`src/stereo_sliding_median_defines.svh`:
```
// ----------------------------------------------------------------------------
// stereo_sliding_median_defines : assertion macros
// Clocked on clk; the reset-gated form is disabled while rst_n is low.
// ----------------------------------------------------------------------------
`ifndef STEREO_SLIDING_MEDIAN_DEFINES_SVH
`define STEREO_SLIDING_MEDIAN_DEFINES_SVH

// checked only out of reset
`define SSM_ASSERT_RST(name, prop, msg) \
    name: assert property (@(posedge clk) disable iff (!rst_n) prop) else $error(msg);

// checked at every edge, reset included
`define SSM_ASSERT_ANY(name, prop, msg) \
    name: assert property (@(posedge clk) prop) else $error(msg);

`endif

```
`src/ssm_pkg.sv`:
```
// ----------------------------------------------------------------------------
// ssm_pkg
// Shared constants and types of the stereo sliding median filter.
// ----------------------------------------------------------------------------
package ssm_pkg;

    localparam int MAX_HALF    = 7;
    localparam int SAMPLE_BITS = 16;
    localparam int WIN_DEPTH   = 2 * MAX_HALF + 1;
    localparam int IDX_BITS    = $clog2(WIN_DEPTH + 1);
    localparam int HALF_BITS   = 3;
    localparam logic [HALF_BITS-1:0] HALF_RESET = HALF_BITS'(1);

    typedef logic signed [SAMPLE_BITS-1:0] pcm_t;
    typedef logic [IDX_BITS-1:0]           idx_t;

    typedef struct packed {
        pcm_t right;
        pcm_t left;
    } pair_t;

    typedef struct packed {
        pair_t data;
        idx_t  idx;
    } probe_t;

    typedef struct packed {
        logic load;
        logic step;
        idx_t win_len;
        idx_t half;
    } cell_ctl_t;

    typedef enum logic [2:0] {
        S_IDLE = 3'b001,
        S_RUN  = 3'b010,
        S_DONE = 3'b100
    } state_t;

endpackage

```
`src/ssm_cell.sv`:
```
// ----------------------------------------------------------------------------
// ssm_cell
// One window slot: holds a stereo sample, counts its rank against a ring of
// circulating probes, and flags itself when it holds the median.
// ----------------------------------------------------------------------------
module ssm_cell (
    input  logic               clk,
    input  logic               rst_n,
    input  ssm_pkg::cell_ctl_t ctl,
    input  ssm_pkg::idx_t      my_idx,
    input  ssm_pkg::pair_t     sample_in,
    input  ssm_pkg::probe_t    probe_in,
    output ssm_pkg::pair_t     sample_out,
    output ssm_pkg::probe_t    probe_out,
    output logic               hit_l,
    output logic               hit_r
);

    ssm_pkg::pair_t  sample_reg;
    ssm_pkg::probe_t probe_reg;
    ssm_pkg::idx_t   cnt_l_reg, cnt_l_next;
    ssm_pkg::idx_t   cnt_r_reg, cnt_r_next;
    logic            probe_active;
    logic            earlier;
    logic            less_l, less_r;

    assign probe_active = (probe_reg.idx < ctl.win_len);
    assign earlier      = (probe_reg.idx < my_idx);

    // strict order with ties broken by window position
    assign less_l = (probe_reg.data.left < sample_reg.left) ||
                    ((probe_reg.data.left == sample_reg.left) && earlier);
    assign less_r = (probe_reg.data.right < sample_reg.right) ||
                    ((probe_reg.data.right == sample_reg.right) && earlier);

    always_comb
    begin
        cnt_l_next = cnt_l_reg;
        cnt_r_next = cnt_r_reg;
        if (ctl.load)
        begin
            cnt_l_next = '0;
            cnt_r_next = '0;
        end
        else if (ctl.step && probe_active)
        begin
            cnt_l_next = cnt_l_reg + ssm_pkg::idx_t'(less_l);
            cnt_r_next = cnt_r_reg + ssm_pkg::idx_t'(less_r);
        end
    end

    always_ff @(posedge clk or negedge rst_n)
    begin
        if (!rst_n)
        begin
            sample_reg <= '0;
            cnt_l_reg  <= '0;
            cnt_r_reg  <= '0;
        end
        else
        begin
            if (ctl.load)
            begin
                sample_reg <= sample_in;
            end
            cnt_l_reg <= cnt_l_next;
            cnt_r_reg <= cnt_r_next;
        end
    end

    always_ff @(posedge clk)
    begin
        if (ctl.load)
        begin
            probe_reg.data <= sample_in;
            probe_reg.idx  <= my_idx;
        end
        else if (ctl.step)
        begin
            probe_reg <= probe_in;
        end
    end

    assign sample_out = sample_reg;
    assign probe_out  = probe_reg;
    assign hit_l      = (my_idx < ctl.win_len) && (cnt_l_reg == ctl.half);
    assign hit_r      = (my_idx < ctl.win_len) && (cnt_r_reg == ctl.half);

endmodule

```
`src/stereo_sliding_median.sv`:
```
// ----------------------------------------------------------------------------
// stereo_sliding_median: per-channel median of the last 2*half_length+1 samples
// Flow: an input transfer loads the window, the probe ring steps through the 15 slots in S_RUN,
// and S_DONE registers the median once the output is free; input waits until then (S_IDLE only).
// Reset: window cleared to zero, half_length set to 1, output empty.
// ----------------------------------------------------------------------------
`include "stereo_sliding_median_defines.svh"

module stereo_sliding_median (
    input  logic        clk,
    input  logic        rst_n,
    input  logic        cfg_we,
    input  logic [2:0]  cfg_wdata,       // half_length
    input  logic        s_axis_tvalid,
    output logic        s_axis_tready,
    input  logic [31:0] s_axis_tdata,    // [15:0] left_in, [31:16] right_in
    output logic        m_axis_tvalid,
    input  logic        m_axis_tready,
    output logic [31:0] m_axis_tdata     // [15:0] left_median, [31:16] right_median
);

    localparam int WD = ssm_pkg::WIN_DEPTH;

    ssm_pkg::state_t                    state_reg, state_next;
    ssm_pkg::idx_t                      step_cnt_reg, step_cnt_next;
    logic [ssm_pkg::HALF_BITS-1:0]      half_reg;
    logic [ssm_pkg::HALF_BITS-1:0]      half_sat;
    logic                               out_valid_reg, out_valid_next;
    ssm_pkg::pair_t                     out_data_reg;
    ssm_pkg::pair_t                     median;
    ssm_pkg::cell_ctl_t                 ctl;
    ssm_pkg::pair_t                     in_pair;
    ssm_pkg::pair_t                     sample_chain [WD];
    ssm_pkg::probe_t                    probe_ring   [WD];
    logic [WD-1:0]                      hit_l_vec;
    logic [WD-1:0]                      hit_r_vec;
    logic                               in_xfer;
    logic                               out_load;

    assign in_pair.left  = s_axis_tdata[15:0];
    assign in_pair.right = s_axis_tdata[31:16];

    assign half_sat = (half_reg > ssm_pkg::HALF_BITS'(ssm_pkg::MAX_HALF)) ?
                      ssm_pkg::HALF_BITS'(ssm_pkg::MAX_HALF) : half_reg;

    assign s_axis_tready = (state_reg == ssm_pkg::S_IDLE);
    assign in_xfer       = s_axis_tvalid && s_axis_tready;
    assign out_load      = (state_reg == ssm_pkg::S_DONE) && (!out_valid_reg || m_axis_tready);

    assign ctl.load    = in_xfer;
    assign ctl.step    = (state_reg == ssm_pkg::S_RUN);
    assign ctl.win_len = ssm_pkg::idx_t'({half_sat, 1'b1});
    assign ctl.half    = ssm_pkg::idx_t'(half_sat);

    genvar gi;
    generate
        for (gi = 0; gi < WD; gi++)
        begin : g_cell
            ssm_cell u_cell (
                .clk        (clk),
                .rst_n      (rst_n),
                .ctl        (ctl),
                .my_idx     (ssm_pkg::idx_t'(gi)),
                .sample_in  ((gi == 0) ? in_pair : sample_chain[(gi == 0) ? 0 : gi - 1]),
                .probe_in   (probe_ring[(gi + 1) % WD]),
                .sample_out (sample_chain[gi]),
                .probe_out  (probe_ring[gi]),
                .hit_l      (hit_l_vec[gi]),
                .hit_r      (hit_r_vec[gi])
            );
        end
    endgenerate

    always_comb
    begin
        median = '0;
        for (int i = 0; i < WD; i++)
        begin
            if (hit_l_vec[i])
            begin
                median.left = median.left | sample_chain[i].left;
            end
            if (hit_r_vec[i])
            begin
                median.right = median.right | sample_chain[i].right;
            end
        end
    end

    always_comb
    begin
        state_next     = state_reg;
        step_cnt_next  = step_cnt_reg;
        out_valid_next = out_valid_reg;
        if (m_axis_tready)
        begin
            out_valid_next = 1'b0;
        end
        case (state_reg)
            ssm_pkg::S_IDLE:
            begin
                if (in_xfer)
                begin
                    state_next    = ssm_pkg::S_RUN;
                    step_cnt_next = '0;
                end
            end
            ssm_pkg::S_RUN:
            begin
                step_cnt_next = step_cnt_reg + 1'b1;
                if (step_cnt_reg == ssm_pkg::idx_t'(WD - 1))
                begin
                    state_next    = ssm_pkg::S_DONE;
                    step_cnt_next = '0;
                end
            end
            ssm_pkg::S_DONE:
            begin
                if (out_load)
                begin
                    out_valid_next = 1'b1;
                    state_next     = ssm_pkg::S_IDLE;
                end
            end
            default:
            begin
                state_next = ssm_pkg::S_IDLE;
            end
        endcase
    end

    always_ff @(posedge clk or negedge rst_n)
    begin
        if (!rst_n)
        begin
            state_reg     <= ssm_pkg::S_IDLE;
            step_cnt_reg  <= '0;
            out_valid_reg <= 1'b0;
            half_reg      <= ssm_pkg::HALF_RESET;
        end
        else
        begin
            state_reg     <= state_next;
            step_cnt_reg  <= step_cnt_next;
            out_valid_reg <= out_valid_next;
            if (cfg_we)
            begin
                half_reg <= cfg_wdata;
            end
        end
    end

    always_ff @(posedge clk)
    begin
        if (out_load)
        begin
            out_data_reg <= median;
        end
    end

    assign m_axis_tvalid = out_valid_reg;
    assign m_axis_tdata  = {out_data_reg.right, out_data_reg.left};

    `SSM_ASSERT_RST(a_one_median, (state_reg == ssm_pkg::S_DONE) |-> ($onehot(hit_l_vec) && $onehot(hit_r_vec)), "median select not unique")
    `SSM_ASSERT_RST(a_start_run, in_xfer |=> (state_reg == ssm_pkg::S_RUN && step_cnt_reg == '0), "transfer did not start probe run")
    `SSM_ASSERT_RST(a_step_bound, step_cnt_reg <= ssm_pkg::idx_t'(WD - 1), "probe step count out of range")
    `SSM_ASSERT_RST(a_out_src, $rose(m_axis_tvalid) |-> $past(state_reg == ssm_pkg::S_DONE), "result without finished run")

endmodule

```
`config.mk`:
```
export PLATFORM = sky130hd
export DESIGN_NAME = stereo_sliding_median
export DESIGN_NICKNAME = d
export VERILOG_FILES = /design/src/ssm_pkg.sv /design/src/ssm_cell.sv /design/src/stereo_sliding_median.sv
export VERILOG_INCLUDE_DIRS = /design/src /design/src/src
export SDC_FILE = /design/constraint.sdc
export NUM_CORES = 2
export LEC_CHECK = 0
export BUFFER_PORTS_ARGS = -buffer_cell sky130_fd_sc_hd__buf_2
export CAP_MARGIN = 20
export CORE_ASPECT_RATIO = 0.6
export CORE_UTILIZATION = 64
export DETAILED_ROUTE_END_ITERATION = 10
export PLACE_DENSITY = 0.79
export SLEW_MARGIN = 20
export SYNTH_ARGS = -nofsm -noshare
export SYNTH_HDL_FRONTEND = slang
export SYNTH_SLANG_ARGS = --single-unit
```
`constraint.sdc`:
```
create_clock -name clk -period 13 [get_ports clk]
set_clock_uncertainty 0.1 [all_clocks]
set_input_delay 2.6 -clock clk [delete_from_list [all_inputs] [get_ports clk]]
set_output_delay 2.6 -clock clk [all_outputs]
set_load 0.02 [all_outputs]
```
[After elaboration in Yosys (flattened, before gate mapping)]
Index checks and enable logic that the tools add are counted.
Storage, ports and cells
  output and inout port bits: 34
  logic and storage cells: 572
  bits of input ports: 40
  flip-flop bits (word level): 1183
Operators by class
  add/subtract/negate cells: 31
  multiplexer cells: 131
  reductions and logical operators: 128
  equality and inequality tests: 67
  bitwise operators: 28
  order comparisons: 76
Operator list (number)
  $mux 36: 30
  $eq 16x16->1: 30
  $lt 16x16->1: 30
  $mux 16: 30
  $or 16x16->16: 28
  $mux 4: 62
  $add 4x1->4: 30
  $eq 4x3->1: 30
  $logic_and 1x1->1: 77
  $lt 4x4->1: 15
  $reduce_bool 2->1: 17
  $logic_or 1x1->1: 31
  $lt 4x4->1 const A: 7
  $lt 4x4->1 const B: 7
  $lt 3x4->1 const A: 4
  $lt 4x3->1 const B: 4
  $mux 3: 4
  $pmux 3 s3: 1
  $lt 1x4->1 const A: 2
  $lt 2x4->1 const A: 2
  $lt 4x1->1 const B: 2
  $lt 4x2->1 const B: 2
  $pmux 4 s2: 1
  $add 4x1->4 const B: 1
  11 further kinds: 14

[Depth between registers and ports, before layout]
  depth in word-level cells: 33
  depth in mapped cells: 13
  depth with buffers taken out: 13

[Cells and area by module]
From an unflattened synthesis, not the netlist that was laid out.
Unflattened totals
  cell total of the unflattened synthesis: 6529
  area, all modules: 66145.9 sq um
Modules (own cells, without submodules)
  ssm_cell: area an instance 4137.7 sq um, times used 15, sequential area each 2082.0 sq um, cells each 407
  stereo_sliding_median: area an instance 4080.2 sq um, times used 1, sequential area each 1238.7 sq um, cells each 424

[Worst setup path after synthesis]
No wires, ideal clock.
  path kind: in2reg
  start point: input port s_axis_tvalid
  end point: register g_cell[0].u_cell.probe_reg (netlist bit g_cell[0].u_cell.probe_out[10]), enable pin
  library setup time: 828 ps
  data arrival time: 12593 ps
  path slack: -522 ps
  stages: 6
  path buffers: 2
  cells stage by stage: nor2b_1 > and3b_1 > buf_2 > buf_2 > nor2_1 > inv_1
On the way
  longest elaborated chain between the ends: 2
Ends and longest elaborated chain
  start: declaration: line stereo_sliding_median.sv:14  | input logic s_axis_tvalid,
  $logic_and 1x1->1: line stereo_sliding_median.sv:47  | assign in_xfer = s_axis_tvalid && s_axis_tready;
  $reduce_bool 2->1 (no source line)
  end signal: assignment: line ssm_cell.sv:80  | probe_reg <= probe_in;
  end: declaration: line ssm_cell.sv:20  | ssm_pkg::probe_t probe_reg;
No other way between the ends.
A chain may end at the register's enable or synchronous reset.

[Worst setup path after layout]
  start point: input port s_axis_tvalid
  end point: register g_cell[1].u_cell.sample_reg (netlist bit g_cell[1].u_cell.sample_out[27])
On the way
  longest elaborated chain between the ends: 1
Ends and longest elaborated chain
  $logic_and 1x1->1: line stereo_sliding_median.sv:47
  end signal: assignment: line ssm_cell.sv:64  | sample_reg <= sample_in;
  end: declaration: line ssm_cell.sv:19  | ssm_pkg::pair_t sample_reg;
No other way between the ends.

==> summary.md <==
| Metric | Value |
|---|---|
| Status | `finished, final reports clean` |
| HPWL Detailed | `139,800 um` |
| Worst setup EP type | `flip-flop` |
| #FFs+latches synth | `~1.2k` |
| # clock sinks | `roughly 1.2k` |
| Vias in the first global route | `roughly 46k` |
| Max reg flops | `540` |
| First-pass GRT wire length | `~290,000 um` |
| GRT overflow | `0` |
| DRC viols | `0` |
| Worst Tran Pin Value | `~1.2 ns` |
| Logic gate share of total power | `about a third` |
| Skew-Pair Late Insertion Delay | `around 0.74 ns` |
| Fmax | `148.6 MHz` |
| R2r worst-path depth | `7` |
| Detailed-router iteration count before antenna repair | `10` |
| Chip width | `around 400 um` |
| Syn. warnings | `0` |
| Antenna cells | `0` |
| R2R Path End | `g_cell[1].u_cell.sample_out[27]` |
| Initial antenna violation count | `0` |
| Final Setup Violations | `0` |
| TritonCTS clock tree | `yes` |
| GR Util All Layers | `39.98%` |
| Critical hold path startpoint | `g_cell[14].u_cell.cnt_l_reg[3]` |
| Final nets | `just under 7k` |
| Postcts setup bufs | `0` |
| Hold Violations, Final | `0` |
| Setup TNS | `0 ns` |
| Fin cells | `about 7.6k` |
| Initial Utilization | `around two thirds` |
| Startpoint types | `input port` |
| Crit path cell chain | `buf_2 > nor2b_1 > and3b_4 > buf_4 > buf_4 > buf_4 > nand2_1 > o21ai_0` |
| Post-CTS resize count | `0` |
| Sw Ratio | `about two fifths` |
| Row Count | `between 80 and 90` |
| Main flop type after synthesis | `dfrtp_1` |
| DRT iter0 DRCs | `between 8k and 9k` |
| Area delta synth->final | `8.770%` |
| CP Class | `input port to flip-flop` |
| Full die area | `about 97,000 sq um` |
| Psw | `approximately 6.7 mW` |
| CTS H-tree depth | `3` |
| Clock Path Buffers | `3` |
| Mapped Nets | `between 6k and 7k` |
| Hold buffers post-CTS | `0` |
| Crit share post-route | `around half` |
| Post-Route WL | `~200,000 um` |
| Sequential area share after synthesis | `between 50% and 60%` |
| Peak VDD IR | `approximately 0.15 mV` |
| Hold EP | `g_cell[14].u_cell.cnt_l_reg[3]` |
| Reg2Reg Setup Slack | `~8 ns` |
| Vias per Instance | `approximately 6.5` |
| Final Critical Period | `about 6.7 ns` |
| Num CTS Buffers | `110` |
| Inst Count DP | `between 7k and 8k` |
| CP arrival | `7.26 ns` |
| Core footprint | `approximately 94,000 sq um` |
| Routed vias | `49.51k` |
| Chip Height | `241.1 um` |
| I/O pin count | `74` |
| Largest net degree at the start of global routing | `between 200 and 300` |
| Slew margin rel. | `16.80%` |
| Wire length per cell | `about 25 um` |
| Number of synthesized flops with an enable pin | `around 500` |
| Most frequent CP cell | `buf_4` |
| Hold crit path type | `flip-flop to flip-flop` |
| Routability cong. | `~1.0` |
| CP max stage cell | `buf_4` |
| Distinct cells, synth | `around 70` |
| Async SR Flop Fraction | `between 50% and 60%` |
| Int Power | `about 9.4 mW` |
| Clock transition at the registers of the reported paths | `about 0.060 ns` |
| CP required | `13.53 ns` |
| Worst reg2reg startpoint | `state_reg[2]` |
| RSZ-0062 raised after global routing | `no` |
| Hold Path Stages | `1` |
| Maxcap violations | `0` |
| Fin. max-slew vios | `0` |
| Fillcell total | `6,832` |
| Pwr Density | `around 240 nW/um^2` |
| Mean Syn Cell Area | `~9.7 sq um` |
| Clk pwr share | `between 20% and 30%` |
| Final hold slack | `0.3902 ns` |
| Remaining antenna violation count | `0` |
| Root Buffer | `clkbuf_16` |
| Buf+Inv Stages, Crit Path | `4` |
| P_leak | `between 20 and 30 nW` |
| Fraction of layout cells with a size suffix above 1 | `between 5 and 6%` |
| Syn Std Cell Area | `60,980 sq um` |
| Crit-path max cell delay | `approximately 0.95 ns` |
| Fin util | `between 70% and 80%` |
| Number of port buffers | `between 70 and 80` |
| Flop pwr share | `a little over two fifths` |
| Synth Instances | `about 6.3k` |
| Crit-path leading delay family | `buffers and inverters` |
| Worst Path Max Fanout | `between 100 and 150` |
## area by class of cell
class                      count  area (sq um)  area share, %
clock buffer                 142          2984          4.499
clock inverter                67         912.1          1.375
multi-input combinational   4333         26130          39.40
sequential                  1183         31870          48.05
timing repair buffer         135         900.9          1.358
inverter                     524          1971          2.971
tap                         1246          1559          2.351
## how the worst max path moves through the flow
stage	from	end	cells past startpoint
2_1_floorplan	s_axis_tvalid	g_cell[0].u_cell.probe_out[10]	6
3_3_place_gp	s_axis_tvalid	g_cell[6].u_cell.probe_out[11]	7
3_5_place_dp	s_axis_tvalid	g_cell[1].u_cell.sample_out[27]	8
4_1_cts	s_axis_tvalid	g_cell[3].u_cell.probe_out[30]	8
5_1_grt	s_axis_tvalid	g_cell[1].u_cell.sample_out[27]	8
6_report	s_axis_tvalid	g_cell[1].u_cell.sample_out[27]	8
## worst reg2reg max path, stage by stage (launching register included)
cell and delay (ns):
dfrtp_1 0.44, nor2b_1 0.27, and3b_4 0.91, buf_4 0.87
buf_4 0.96, buf_4 1.10, nand2_1 0.31, o21ai_0 0.16
## Yosys cell counts (all sizes together), types with 60 or more instances
| cell type | n | share of area [%] |
|---|---|---|
| inv | 524 | 3.2 |
| edfxtp | 512 | 25 |
| a21oi | 236 | 1.9 |
| nor2 | 155 | 0.95 |
| nand4 | 97 | 1.0 |
| dfxtp | 60 | 2.0 |
| dfrtp | 609 | 25 |
| clkbuf | 149 | 0.92 |
| a21o | 79 | 0.97 |
| a222oi | 61 | 1.0 |
| buf | 101 | 0.93 |
| a22oi | 102 | 1.3 |
| nand2 | 1820 | 11 |
| o21ai | 611 | 5.0 |
| ha | 585 | 12 |
| nand3 | 152 | 1.2 |
## layer usage
layer | vias to the layer above | part of all wire, % | GRT usage [%]
li1 | 21884 | - | -
met1 | 23614 | 42 | 60.93
met2 | 3733 | 35 | 47.31
met3 | 269 | 21 | 24.31
met4 | 8 | 1.5 | 5.804
met5 | - | 0.24 | 2.680
## kinds of logic after synthesis
logic type | share of synthesized area [%]
DFF | 52.26
muxes | 0.7243
xor gates and xnor gates | 0.9480
AOI/OAI and AO/OA | 12.48
and+or+nand+nor | 16.52
adders and majority gates | 12.00
buffers and inverters | 5.070
## cell usage in the layout (no fill, tap or decap), drive strengths merged, types with 10 or more instances in the layout
cell type,n
bufinv,19
clkinv,40
nor4,18
nand4,97
o211ai,31
a21oi,236
a221oi,30
a21o,79
nand3,152
a31oi,10
a2111oi,15
ha,585
buf,134
inv,524
nor3,56
dfrtp,609
a22oi,102
xor2,42
xnor2,24
nand2b,19
nand2,1820
nor2b,14
dfxtp,60
mux2i,43
clkbuf,143
edfxtp,512
a222oi,61
and4,29
nor2,155
a211oi,22
o21ai,611
## metrics by stage
stage                     area, sq um  worst slack, ns  total power [mW]
after floorplan                 60980            1.722             10.21
after global routing            66320            6.171             16.93
final                           66320            6.270             16.15
after global placement          62410            6.020             11.94
after CTS                       66310            6.594             15.80
after detailed placement        62410            5.842             12.23
## power groups by stage
stage | combinational, mW | sequential [mW] | clock (mW)
after floorplan | 3.80 | 6.41 | 0
after global placement | 5.06 | 6.88 | 0
after detailed placement | 5.33 | 6.90 | 0
after CTS | 5.39 | 6.86 | 3.54
after global routing | 6.17 | 7.08 | 3.68
final | 5.54 | 7.05 | 3.55
Note: power is estimated with default switching activity, not from simulation.
